**src/hdl/ffa_pkg.sv**
```systemverilog
package ffa_pkg;

	localparam int GW = 23;
	localparam int POOL_BYTES_DEF = 4194304;
	localparam int MAX_FREE_DEF = 64;
	localparam logic [3:0] SHIFT_RESET = 4'd6;
	localparam logic [3:0] SHIFT_MAX = 4'd8;

	typedef enum logic [1:0] {
		CMD_ALLOC   = 2'd0,
		CMD_FREE    = 2'd1,
		CMD_REALLOC = 2'd2
	} cmd_t;

	typedef enum logic [2:0] {
		ST_OK        = 3'd0,
		ST_NOSPACE   = 3'd1,
		ST_BADHANDLE = 3'd2,
		ST_ZERO      = 3'd3,
		ST_FULL      = 3'd4
	} status_t;

	typedef struct packed {
		logic [1:0]    command;
		logic [GW-1:0] size_bytes;
		logic [GW-1:0] handle_offset;
		logic [GW-1:0] handle_size;
	} req_t;

	typedef struct packed {
		logic [2:0]    status;
		logic [GW-1:0] block_offset;
		logic [GW-1:0] block_size;
		logic          moved;
	} rsp_t;

	typedef struct packed {
		logic [GW-1:0] start;
		logic [GW-1:0] len;
	} entry_t;

endpackage

```
**src/hdl/ffa_mem.sv**
```systemverilog
module ffa_mem
	import ffa_pkg::*;
#(
	parameter int DEPTH = MAX_FREE_DEF,
	parameter int AW = $clog2(MAX_FREE_DEF)
) (
	input  logic          clk,
	input  logic          we,
	input  logic [AW-1:0] waddr,
	input  entry_t        wdata,
	input  logic [AW-1:0] raddr,
	output entry_t        rdata
);

	entry_t mem [DEPTH];

	always_ff @(posedge clk) begin
		if (we) begin
			mem[waddr] <= wdata;
		end
		if (we && waddr == raddr) begin
			rdata <= wdata;
		end else begin
			rdata <= mem[raddr];
		end
	end

endmodule

```
**src/hdl/ffa_ctrl.sv**
```systemverilog
module ffa_ctrl
	import ffa_pkg::*;
#(
	parameter int POOL_BYTES = POOL_BYTES_DEF,
	parameter int MAX_FREE_BLOCKS = MAX_FREE_DEF,
	parameter int AW = $clog2(MAX_FREE_DEF)
) (
	input  logic          clk,
	input  logic          arst_n,
	input  logic          start,
	input  req_t          request,
	output logic          busy,
	output logic          done,
	output rsp_t          result,
	input  logic          cfg_valid,
	output logic          cfg_ready,
	input  logic [3:0]    cfg_data,
	output logic          mem_we,
	output logic [AW-1:0] mem_waddr,
	output entry_t        mem_wdata,
	output logic [AW-1:0] mem_raddr,
	input  entry_t        mem_rdata
);

	localparam int CW = $clog2(MAX_FREE_BLOCKS + 1);
	localparam logic [GW:0] POOL_V = (GW+1)'(POOL_BYTES);
	localparam logic [CW-1:0] MAX_V = CW'(MAX_FREE_BLOCKS);

	typedef enum logic [6:0] {
		S_IDLE = 7'b0000001,
		S_INIT = 7'b0000010,
		S_SCAN = 7'b0000100,
		S_ACT  = 7'b0001000,
		S_SHDN = 7'b0010000,
		S_SHUP = 7'b0100000,
		S_RES  = 7'b1000000
	} state_t;

	typedef enum logic [3:0] {
		P_ALLOC = 4'b0001,
		P_CHECK = 4'b0010,
		P_MFIT  = 4'b0100,
		P_MREL  = 4'b1000
	} phase_t;

	state_t        state_q;
	phase_t        ph_q;
	logic [3:0]    shift_q;
	logic [CW-1:0] cnt_q;
	logic [1:0]    cmd_q;
	logic [GW-1:0] need_q, hoff_q, hsz_q;
	logic          sfit_q;
	logic [CW-1:0] sidx_q, r_q, a_q, rem_q;
	logic          rv_s1;
	logic [AW-1:0] ri_s1, ins_idx_q, f_q;
	entry_t        prev_q, cur_q, ins_q, fitent_q;
	logic          rescan_q;
	logic          we_q;
	logic [AW-1:0] wa_q;
	entry_t        wd_q;
	rsp_t          rsp_q;
	logic          done_q;

	logic [GW:0]   pool_g, need_w, req_end, prev_end, h_end, rel_end;
	logic [GW-1:0] rel_off, rel_sz, extra, rel_rsz;
	logic          r_gt0, r_lt, left, right, bad, grow, rel_go, hit;

	always_comb begin
		pool_g = POOL_V >> shift_q;
		need_w = ({1'b0, request.size_bytes} + (((GW+1)'(1) << shift_q) - (GW+1)'(1)))
			>> shift_q;
		req_end = {1'b0, request.handle_offset} + {1'b0, request.handle_size};
		r_gt0 = r_q != '0;
		r_lt = r_q < cnt_q;
		prev_end = {1'b0, prev_q.start} + {1'b0, prev_q.len};
		h_end = {1'b0, hoff_q} + {1'b0, hsz_q};
		if (ph_q == P_CHECK && cmd_q == CMD_REALLOC) begin
			rel_off = hoff_q + need_q;
			rel_sz = hsz_q - need_q;
			rel_rsz = need_q;
		end else begin
			rel_off = hoff_q;
			rel_sz = hsz_q;
			rel_rsz = hsz_q;
		end
		rel_end = {1'b0, rel_off} + {1'b0, rel_sz};
		left = r_gt0 && prev_end == {1'b0, rel_off};
		right = r_lt && rel_end == {1'b0, cur_q.start};
		bad = (r_gt0 && prev_end > {1'b0, hoff_q}) || (r_lt && h_end > {1'b0, cur_q.start});
		extra = need_q - hsz_q;
		grow = r_lt && h_end == {1'b0, cur_q.start} && extra <= cur_q.len;
		rel_go = (ph_q == P_MREL) ||
			(ph_q == P_CHECK && !bad && (cmd_q == CMD_FREE || need_q < hsz_q));
		hit = sfit_q ? (mem_rdata.len >= need_q) : (mem_rdata.start > hoff_q);
	end

	assign busy = state_q != S_IDLE;
	assign cfg_ready = state_q == S_IDLE && !start;
	assign done = done_q;
	assign result = rsp_q;
	assign mem_we = we_q;
	assign mem_waddr = wa_q;
	assign mem_wdata = wd_q;
	assign mem_raddr = (state_q == S_SCAN) ? sidx_q[AW-1:0] : a_q[AW-1:0];

	always_ff @(posedge clk or negedge arst_n) begin
		if (!arst_n) begin
			state_q <= S_INIT;
			ph_q <= P_ALLOC;
			shift_q <= SHIFT_RESET;
			cnt_q <= '0;
			rv_s1 <= 1'b0;
			we_q <= 1'b0;
			done_q <= 1'b0;
			rescan_q <= 1'b0;
		end else begin
			we_q <= 1'b0;
			done_q <= 1'b0;
			rv_s1 <= 1'b0;
			case (state_q)
				S_IDLE: begin
					if (start) begin
						cmd_q <= request.command;
						need_q <= need_w[GW-1:0];
						hoff_q <= request.handle_offset;
						hsz_q <= request.handle_size;
						rescan_q <= 1'b0;
						sidx_q <= '0;
						rsp_q <= '0;
						state_q <= S_RES;
						if (request.command == CMD_ALLOC) begin
							if (request.size_bytes == '0) begin
								rsp_q.status <= ST_ZERO;
							end else begin
								sfit_q <= 1'b1;
								ph_q <= P_ALLOC;
								state_q <= S_SCAN;
							end
						end else if (request.command == CMD_FREE ||
							request.command == CMD_REALLOC) begin
							if (request.command == CMD_REALLOC && request.size_bytes == '0) begin
								rsp_q.status <= ST_ZERO;
							end else if (request.handle_size == '0 || req_end > pool_g) begin
								rsp_q.status <= ST_BADHANDLE;
							end else begin
								sfit_q <= 1'b0;
								ph_q <= P_CHECK;
								state_q <= S_SCAN;
							end
						end else begin
							rsp_q.status <= ST_BADHANDLE;
						end
					end else if (cfg_valid) begin
						shift_q <= (cfg_data > SHIFT_MAX) ? SHIFT_MAX : cfg_data;
						state_q <= S_INIT;
					end
				end
				S_INIT: begin
					we_q <= 1'b1;
					wa_q <= '0;
					wd_q.start <= '0;
					wd_q.len <= pool_g[GW-1:0];
					cnt_q <= CW'(1);
					state_q <= S_IDLE;
				end
				S_SCAN: begin
					if (sidx_q < cnt_q) begin
						rv_s1 <= 1'b1;
						ri_s1 <= sidx_q[AW-1:0];
						sidx_q <= sidx_q + CW'(1);
					end
					if (rv_s1) begin
						if (hit) begin
							r_q <= CW'(ri_s1);
							cur_q <= mem_rdata;
							rv_s1 <= 1'b0;
							state_q <= S_ACT;
						end else begin
							prev_q <= mem_rdata;
						end
					end else if (sidx_q >= cnt_q) begin
						r_q <= cnt_q;
						state_q <= S_ACT;
					end
				end
				S_ACT: begin
					state_q <= S_RES;
					if (ph_q == P_ALLOC || ph_q == P_MFIT) begin
						if (!r_lt) begin
							rsp_q <= '0;
							rsp_q.status <= ST_NOSPACE;
						end else begin
							rsp_q.status <= ST_OK;
							rsp_q.block_offset <= cur_q.start;
							rsp_q.block_size <= need_q;
							rsp_q.moved <= ph_q == P_MFIT;
							f_q <= r_q[AW-1:0];
							fitent_q <= cur_q;
							rescan_q <= ph_q == P_MFIT;
							if (cur_q.len == need_q) begin
								a_q <= r_q + CW'(1);
								state_q <= S_SHDN;
							end else begin
								we_q <= 1'b1;
								wa_q <= r_q[AW-1:0];
								wd_q.start <= cur_q.start + need_q;
								wd_q.len <= cur_q.len - need_q;
								if (ph_q == P_MFIT) begin
									sfit_q <= 1'b0;
									sidx_q <= '0;
									ph_q <= P_MREL;
									state_q <= S_SCAN;
								end
							end
						end
					end else if (ph_q == P_CHECK && bad) begin
						rsp_q <= '0;
						rsp_q.status <= ST_BADHANDLE;
					end else if (rel_go) begin
						if (ph_q == P_CHECK) begin
							rsp_q.status <= ST_OK;
							rsp_q.block_offset <= hoff_q;
							rsp_q.block_size <= rel_rsz;
							rsp_q.moved <= 1'b0;
						end
						rescan_q <= 1'b0;
						if (left && right) begin
							we_q <= 1'b1;
							wa_q <= AW'(r_q - CW'(1));
							wd_q.start <= prev_q.start;
							wd_q.len <= prev_q.len + rel_sz + cur_q.len;
							a_q <= r_q + CW'(1);
							state_q <= S_SHDN;
						end else if (left) begin
							we_q <= 1'b1;
							wa_q <= AW'(r_q - CW'(1));
							wd_q.start <= prev_q.start;
							wd_q.len <= prev_q.len + rel_sz;
						end else if (right) begin
							we_q <= 1'b1;
							wa_q <= r_q[AW-1:0];
							wd_q.start <= rel_off;
							wd_q.len <= cur_q.len + rel_sz;
						end else if (cnt_q >= MAX_V) begin
							rsp_q <= '0;
							rsp_q.status <= ST_FULL;
							if (ph_q == P_MREL) begin
								we_q <= 1'b1;
								wa_q <= f_q;
								wd_q <= fitent_q;
							end
						end else begin
							a_q <= cnt_q - CW'(1);
							rem_q <= cnt_q - r_q;
							ins_idx_q <= r_q[AW-1:0];
							ins_q.start <= rel_off;
							ins_q.len <= rel_sz;
							state_q <= S_SHUP;
						end
					end else if (need_q == hsz_q) begin
						rsp_q.status <= ST_OK;
						rsp_q.block_offset <= hoff_q;
						rsp_q.block_size <= hsz_q;
						rsp_q.moved <= 1'b0;
					end else if (grow) begin
						rsp_q.status <= ST_OK;
						rsp_q.block_offset <= hoff_q;
						rsp_q.block_size <= need_q;
						rsp_q.moved <= 1'b0;
						rescan_q <= 1'b0;
						if (extra == cur_q.len) begin
							a_q <= r_q + CW'(1);
							state_q <= S_SHDN;
						end else begin
							we_q <= 1'b1;
							wa_q <= r_q[AW-1:0];
							wd_q.start <= cur_q.start + extra;
							wd_q.len <= cur_q.len - extra;
						end
					end else begin
						sfit_q <= 1'b1;
						sidx_q <= '0;
						ph_q <= P_MFIT;
						state_q <= S_SCAN;
					end
				end
				S_SHDN: begin
					if (a_q < cnt_q) begin
						rv_s1 <= 1'b1;
						ri_s1 <= a_q[AW-1:0];
						a_q <= a_q + CW'(1);
					end
					if (rv_s1) begin
						we_q <= 1'b1;
						wa_q <= ri_s1 - AW'(1);
						wd_q <= mem_rdata;
					end else if (a_q >= cnt_q) begin
						cnt_q <= cnt_q - CW'(1);
						if (rescan_q) begin
							sfit_q <= 1'b0;
							sidx_q <= '0;
							ph_q <= P_MREL;
							state_q <= S_SCAN;
						end else begin
							state_q <= S_RES;
						end
					end
				end
				S_SHUP: begin
					if (rem_q != '0) begin
						rv_s1 <= 1'b1;
						ri_s1 <= a_q[AW-1:0];
						a_q <= a_q - CW'(1);
						rem_q <= rem_q - CW'(1);
					end
					if (rv_s1) begin
						we_q <= 1'b1;
						wa_q <= ri_s1 + AW'(1);
						wd_q <= mem_rdata;
					end else if (rem_q == '0) begin
						we_q <= 1'b1;
						wa_q <= ins_idx_q;
						wd_q <= ins_q;
						cnt_q <= cnt_q + CW'(1);
						state_q <= S_RES;
					end
				end
				S_RES: begin
					done_q <= 1'b1;
					state_q <= S_IDLE;
				end
				default: begin
					state_q <= S_IDLE;
				end
			endcase
		end
	end

endmodule

```
**src/hdl/first_fit_free_list_allocator.sv**
```systemverilog
// A request is taken when start is high and busy is low; its result appears
// on result for exactly one cycle with done high and cannot be held off, so
// the receiver must capture it then. A request takes up to five passes over
// the free table: a search that checks the handle, a first fit search, a
// search to release the old block of a moving reallocate, and two shifts of
// the table, one to drop a fully used entry and one to merge or insert the
// released block. Each pass moves one entry per cycle through the single
// read port of the table memory. After reset or a configuration write on
// cfg_data the table is reloaded, during which busy is high.
module first_fit_free_list_allocator
	import ffa_pkg::*;
#(
	parameter int POOL_BYTES = POOL_BYTES_DEF,
	parameter int MAX_FREE_BLOCKS = MAX_FREE_DEF
) (
	input  logic       clk,
	input  logic       arst_n,
	input  logic       start,
	input  req_t       request,
	output logic       busy,
	output logic       done,
	output rsp_t       result,
	input  logic       cfg_valid,
	output logic       cfg_ready,
	input  logic [3:0] cfg_data
);

	localparam int AW = (MAX_FREE_BLOCKS > 1) ? $clog2(MAX_FREE_BLOCKS) : 1;

	logic          mem_we;
	logic [AW-1:0] mem_waddr, mem_raddr;
	entry_t        mem_wdata, mem_rdata;

	ffa_mem #(
		.DEPTH(MAX_FREE_BLOCKS),
		.AW(AW)
	) u_mem (
		.clk(clk),
		.we(mem_we),
		.waddr(mem_waddr),
		.wdata(mem_wdata),
		.raddr(mem_raddr),
		.rdata(mem_rdata)
	);

	ffa_ctrl #(
		.POOL_BYTES(POOL_BYTES),
		.MAX_FREE_BLOCKS(MAX_FREE_BLOCKS),
		.AW(AW)
	) u_ctrl (
		.clk(clk),
		.arst_n(arst_n),
		.start(start),
		.request(request),
		.busy(busy),
		.done(done),
		.result(result),
		.cfg_valid(cfg_valid),
		.cfg_ready(cfg_ready),
		.cfg_data(cfg_data),
		.mem_we(mem_we),
		.mem_waddr(mem_waddr),
		.mem_wdata(mem_wdata),
		.mem_raddr(mem_raddr),
		.mem_rdata(mem_rdata)
	);

	a_accept_busy: assert property (@(posedge clk) disable iff (!arst_n)
		start && !busy |=> busy)
		else $error("request accepted without going busy");

	a_err_zero: assert property (@(posedge clk) disable iff (!arst_n)
		done && result.status != ST_OK |->
		result.block_size == '0 && result.block_offset == '0 && !result.moved)
		else $error("error result carries a block");

	a_status_range: assert property (@(posedge clk) disable iff (!arst_n)
		done |-> result.status <= ST_FULL)
		else $error("status code out of range");

	a_cfg_idle: assert property (@(posedge clk) disable iff (!arst_n)
		cfg_ready |-> !busy && !start)
		else $error("config ready while work pending");

endmodule

```
**config.mk**
```make
export PLATFORM = sky130hd
export DESIGN_NAME = first_fit_free_list_allocator
export DESIGN_NICKNAME = d
export VERILOG_FILES = /design/src/hdl/ffa_pkg.sv /design/src/hdl/ffa_mem.sv /design/src/hdl/ffa_ctrl.sv /design/src/hdl/first_fit_free_list_allocator.sv
export SDC_FILE = /design/constraint.sdc
export NUM_CORES = 2
export LEC_CHECK = 0
export BUFFER_PORTS_ARGS = -buffer_cell sky130_fd_sc_hd__buf_2
export CAP_MARGIN = 5
export CORE_UTILIZATION = 55
export CTS_CLUSTER_SIZE = 12
export DETAILED_ROUTE_END_ITERATION = 8
export PLACE_DENSITY = 0.69
export REMOVE_ABC_BUFFERS = 1
export SYNTH_ARGS = -nofsm -noshare
export SYNTH_HDL_FRONTEND = slang
export SYNTH_SLANG_ARGS = --single-unit
```
**constraint.sdc**
```tcl
create_clock -name clk -period 26.1 [get_ports clk]
set_input_delay 1.305 -clock clk [delete_from_list [all_inputs] [get_ports clk]]
set_output_delay 1.305 -clock clk [all_outputs]
set_load 0.1 [all_outputs]
```
Yosys cells after proc, flatten, opt, wreduce, memory -nomap -nowiden
Memory sizes are Yosys's and may differ from the RTL's. A register that Yosys moved wholly into a read port is not among the register bits.
Index checks and enable logic that the tools add are counted.
Widths: inputs -> output; s select.
{ "word_totals": {"n_memories": 1, "ram_bits": 2944, "mem_bits_ro": 0, "latchBits": 0, "word_cells": 415, "register_bits": 430, "output_inout_bits": 53, "input_bits": 79} }
{ "classes": {"shift": 3, "reduce_logical": 54, "mul": 0, "mux": 207, "addsub": 27, "bitwise_logic": 8, "n_eq_ne": 66, "div_mod_pow": 0, "magnitude_cmp": 14} }
{ "mem_list": {"columns": ["memory", "depth", "word_bits", "read_ports", "rd_ports_with_merged_regs", "wr", "line_no", "rtl"], "rows": [
  ["u_mem.mem", 64, 46, 1, 1, 1, "ffa_mem.sv:15", "entry_t mem [DEPTH];"]
]} }
{ "op_table": {"columns": ["operator", "n"], "rows": [
  ["$mux 46", 16],
  ["$mux 50", 11],
  ["$mux 7", 70],
  ["$pmux 46 s4", 1],
  ["$add 23x23->23", 6],
  ["$mux 6", 20],
  ["$pmux 50 s2", 1],
  ["$add 23x23->24", 4],
  ["$sub 23x23->23", 4],
  ["$eq 24x23->1", 3],
  ["$mux 4", 18],
  ["$eq 23x23->1", 3],
  ["$mux 23", 3],
  ["$mux 1", 49],
  ["$gt 24x23->1", 2],
  ["$mux 48", 1],
  ["$logic_not 23->1", 2],
  ["$pmux 7 s3", 2],
  ["$pmux 7 s5", 1],
  ["$ne 3x3->1 const B", 10],
  ["$add 7x1->7 const B", 4],
  ["$pmux 7 s4", 1],
  ["$add 23x24->24", 1],
  ["$gt 24x24->1", 1],
  ["70 further kinds", 145]
]} }

Logic depth before layout (Yosys ltp)
{ "depth": {"depth_word": 13, "mapped_depth": 35, "ltp_nobuf": 34} }

Hierarchy
A second synthesis with hierarchy kept.
{ "unflattened": {"hier_cells": 9466, "area_unflattened_um2": 153718.7} }
{ "by_module_without_submodules": {"columns": ["module", "instances", "area_each_um2", "cells_each", "seq_area_each_um2"], "rows": [
  ["ffa_mem", 1, 112203.9, 4896, 88524.9],
  ["ffa_ctrl", 1, 41514.8, 4570, 12787.3]
]} }

Worst setup path after synthesis
Ideal clock, no wire load.
{ "synth_timing": {"path_type": "reg2reg", "from": "register u_ctrl.need_q[1]", "to": "register u_ctrl.ins_idx_q[0] (enable)", "path_stages_with_launch": 28, "setup_time_ns": 0.610, "t_required_ns": 25.490, "arrival_ns": 11.383, "path_buffers": 3, "synth_period_minus_slack_ns": 11.993, "slack_ns": 14.107, "path_cell_list": "edfxtp_1 -> inv_1 -> fa_1 -> a21o_1 -> a21oi_1 -> o21ai_0 -> a21o_1 -> a21o_1 -> a21oi_1 -> o21bai_1 -> a21o_1 -> a21o_1 -> xnor2_1 -> o21ai_0 -> ha_1 -> clkbuf_1 -> nand2_1 -> nor2_1 -> a221oi_1 -> nand2b_1 -> o221a_2 -> o41ai_1 -> mux2i_1 -> or4_1 -> buf_1 -> o21ai_2 -> buf_4 -> nor4b_1"} }
{ "synth_via": {"elab_chain_cells": 8, "elab_cells_between_ends": 18, "classes_between": "add/sub: 3; order compare: 1; eq/ne: 2; mux: 2; bitwise: 3; reduce/logical: 7"} }
{ "synth_lines": {"columns": ["element", "line_no", "rtl"], "rows": [
  ["start: declaration", "ffa_ctrl.sv:51", "logic [GW-1:0] need_q, hoff_q, hsz_q;"],
  ["start signal: assignment", "ffa_ctrl.sv:124", "need_q <= need_w[GW-1:0];"],
  ["$sub 23x23->23 *", "ffa_ctrl.sv:79", "rel_sz = hsz_q - need_q;"],
  ["$mux 23 *", "ffa_ctrl.sv:77", "if (ph_q == P_CHECK && cmd_q == CMD_REALLOC) begin"],
  ["via u_ctrl.rel_sz[12]", "ffa_ctrl.sv:65", "logic [GW-1:0] rel_off, rel_sz, extra, rel_rsz;"],
  ["$add 23x23->24 *", "ffa_ctrl.sv:86", "rel_end = {1'b0, rel_off} + {1'b0, rel_sz};"],
  ["$eq 24x23->1 *", "ffa_ctrl.sv:88", "right = r_lt && rel_end == {1'b0, cur_q.start};"],
  ["$logic_and 1x1->1 *", "ffa_ctrl.sv:88", null],
  ["$logic_and 1x1->1", "ffa_ctrl.sv:227", "if (left && right) begin"],
  ["$not 1->1 (no source line)", null, null],
  ["$reduce_and 9->1 (no source line) *", null, null],
  ["end signal: assignment", "ffa_ctrl.sv:255", "ins_idx_q <= r_q[AW-1:0];"],
  ["end: declaration", "ffa_ctrl.sv:55", "logic [AW-1:0] ri_s1, ins_idx_q, f_q;"]
]} }
Mark *: on every way through the listed nets, which the timed path passes. The rest lies on a longest branch.
A chain may end at the register's enable or synchronous reset.

==> metrics.txt <==
routed via count=90,110; cell mode on critical path=buf_4; design area=170,000 µm²; complex-gate fraction of the synthesized area=6.40%; Initial Utilization=55.3%; Die Ht=529 µm; clk_skew=0.0580 ns; top_reg_cell synth=edfxtp_1; final setup vio count=0; Worst slew margin=6.64%; Min-Delay Path Class=in2async; startpoint type of the worst setup path=flop; peak supply drop=0.0581 mV; Slew Limit Fails=0; first-pass GRT wire length=666,000 µm; Critical Path AT=11.29 ns; combinational family with the most area after synthesis=multiplexers; Syn-to-layout area delta=11.0%; slew at the pin closest to its max-slew limit=1.39 ns; critical path peak fanout=91; DP HPWL=304,000 µm; Period Utilization, post-route=41.4%; Longest Clk Path Bufs=4; CTS tree=built; grt ovf=0; largest net degree at the start of global routing=135; Post-Route Setup TNS=0 ns; CP Data Required Time=26.59 ns; Synth Area per Inst=17.2 µm²; DRT antenna net count=0; Final Hold Viols=0; commonest non-fill, non-tap cell in the layout=edfxtp_1; crit path kind=reg2reg; post-cts sizing count=0; PortBufs=131; Distinct cells, synth=108; fmax=92.6 MHz; Die Area=280,000 µm²; max_cap viols=0; post-CTS setup buffers=0; Crit-path slowest cell=buf_4; Post-Synthesis Cells=8,884; synthesized flop and latch total=3,380; num ports=132; CTS buffer count=353; Leakage=56.8 nW; Crit path largest cell delay=0.80 ns; Worst-path clk slew=0.06 ns; fillers=19,626; initial antenna violation count=32; fin nets=9,826; WL/cell=36.2 µm; final wirelength=477,000 µm; initial detailed-routing violation count=11,885; core area=276,000 µm²; drt pass-1 iters=8; clock root buffer=clkbuf_16; sequential cell area=101,000 µm²; multi-input logic area=49,500 µm²; synthesis warning total=0; xor/xnor share of the synthesized area=1.98%; final RePlAce weighted congestion=1.02; layout cell share with drive strength beyond 1=20.6%; Skew-Pair Late Insertion Delay=0.93 ns; Hold Buf Count CTS=0; Via density=6.85; commonest non-fill, non-tap cells in the layout=edfxtp_1 (3,348), mux4_2 (959), ha_1 (501); CP Cell Sequence=buf_4 -> buf_12 -> buf_4 -> buf_4 -> buf_4 -> buf_4 -> mux4_2 -> mux4_2 -> mux4_2 -> ha_1 -> nand4_1 -> nor3_1 -> a221oi_1 -> or3_1 -> a31oi_1 -> o21ai_0 -> o31ai_2 -> buf_4 -> nor2b_4 -> buf_4; clock sink total=3,380; DRC errors left=0; Die W=529 µm; Post-synth ARST share=0.769%; num rows=193; status=complete, no violations; Crit. End Element=flop; DP Area=159,000 µm²; H-tree depth=5; Synth Area in Simple Gates=4.34%; Cell Pwr Density=87.9 nW/µm²; mux cell area share after synthesis=14.9%; post-synthesis sequential area ratio=66.2%; adder-cell share of the synthesized area=4.32%; Syn Std Cell Area=153,000 µm²; reg2reg path depth=20; number of global-route vias before repair=88,789; total global-route track usage=34.0%; Post-synth EDFFs=3,348; RSZ-0062 raised after global routing=no; Tmin final=10.80 ns
==> cell type report <==
cell class                 instances  area share [%]
timing repair buffer             379            1.52
sequential                      3380            59.7
antenna                           21          0.0310
multi-input combinational       4797            29.2
tap                             3705            2.73
clock inverter                   116           0.592
clock buffer                     447            5.51
inverter                         318           0.703
==> stage by stage <==
stage	worst slack, ns	util [%]	std cells	hold slack, ns	total power [mW]
2_1_floorplan	-10.06	-	8495	0.461	9.46
3_3_place_gp	14.19	57.6	12578	0.513	10.2
3_5_place_dp	15.25	57.6	12579	0.523	10.3
4_1_cts	15.21	61.3	13142	0.417	14.9
5_1_grt	14.50	61.4	13154	0.467	15.4
6_report	15.30	61.4	13163	0.472	14.9
==> metal layers <==
layer	global-route usage, %	part of all wire (%)	wire length [µm]
met4	13.8	4.5	21600
met1	46.5	38	181000
met5	0	0.0096	46
met2	54.0	47	226000
met3	6.66	10	48000
==> cell families after synthesis <==
family,count (synthesis)
flip-flops,3380
buffers and inverters,707
AND/OR/NAND/NOR,1393
multiplexers,1074
AO/OA/AOI/OAI,1470
adder cells (fa/ha/maj),518
XOR/XNOR,342
==> where the power goes <==
group          internal, mW  switching (mW)  total [mW]  leakage [nW]
logic                  1.40            2.60        4.00          21.2
registers              6.13           0.118        6.25          30.5
clock network          2.60            2.07        4.67          5.02
total                  10.1            4.79        14.9          56.8
==> worst max-delay path: cells and delay by family, from the launching register on <==
family | cells | cell delay (ns)
buffers and inverters | 8 | 5.24
AND/OR/NAND/NOR | 4 | 0.86
AO/OA/AOI/OAI | 4 | 0.76
multiplexers | 3 | 1.85
flip-flops | 1 | 0.66
adder cells (fa/ha/maj) | 1 | 0.40
==> worst paths after layout <==
path                                     end  slack (ns)
setup / recovery            u_ctrl.cur_q[39]       15.30
hold / removal               u_ctrl.cnt_q[5]        0.47
setup reg to reg            u_ctrl.cur_q[39]       15.30
hold reg to reg                  u_ctrl.done        0.52
max in group asynchronous  u_ctrl.shift_q[3]       25.22
min in group clk                 u_ctrl.done        0.52
==> synth_stat cells (80+ instances only) <==
| cell | count | area [µm²] |
|---|---|---|
| a21o_1 | 160 | 1200 |
| a21oi_1 | 379 | 1900 |
| buf_1 | 80 | 300 |
| clkbuf_1 | 268 | 1010 |
| edfxtp_1 | 3348 | 101000 |
| ha_1 | 501 | 6270 |
| inv_1 | 316 | 1190 |
| mux2i_1 | 81 | 811 |
| mux4_2 | 959 | 21600 |
| nand2_1 | 372 | 1400 |
| nand3_1 | 102 | 510 |
| nor2_1 | 416 | 1560 |
| nor3_1 | 120 | 601 |
| o21ai_0 | 263 | 1320 |
| xnor2_1 | 220 | 1930 |
| xor2_1 | 119 | 1040 |
==> sequential cells by signal, summed over array words and instances, names as in the netlist, 23 cells and up, named ones only <==
signal            count
u_mem.mem          2944
u_ctrl.result        50
u_ctrl.cur_q         46
u_ctrl.fitent_q      46
u_ctrl.ins_q         46
u_ctrl.mem_wdata     46
u_ctrl.prev_q        46
u_ctrl.hoff_q        23
u_ctrl.hsz_q         23
u_ctrl.need_q        23
(Power assumes the default switching activity.)
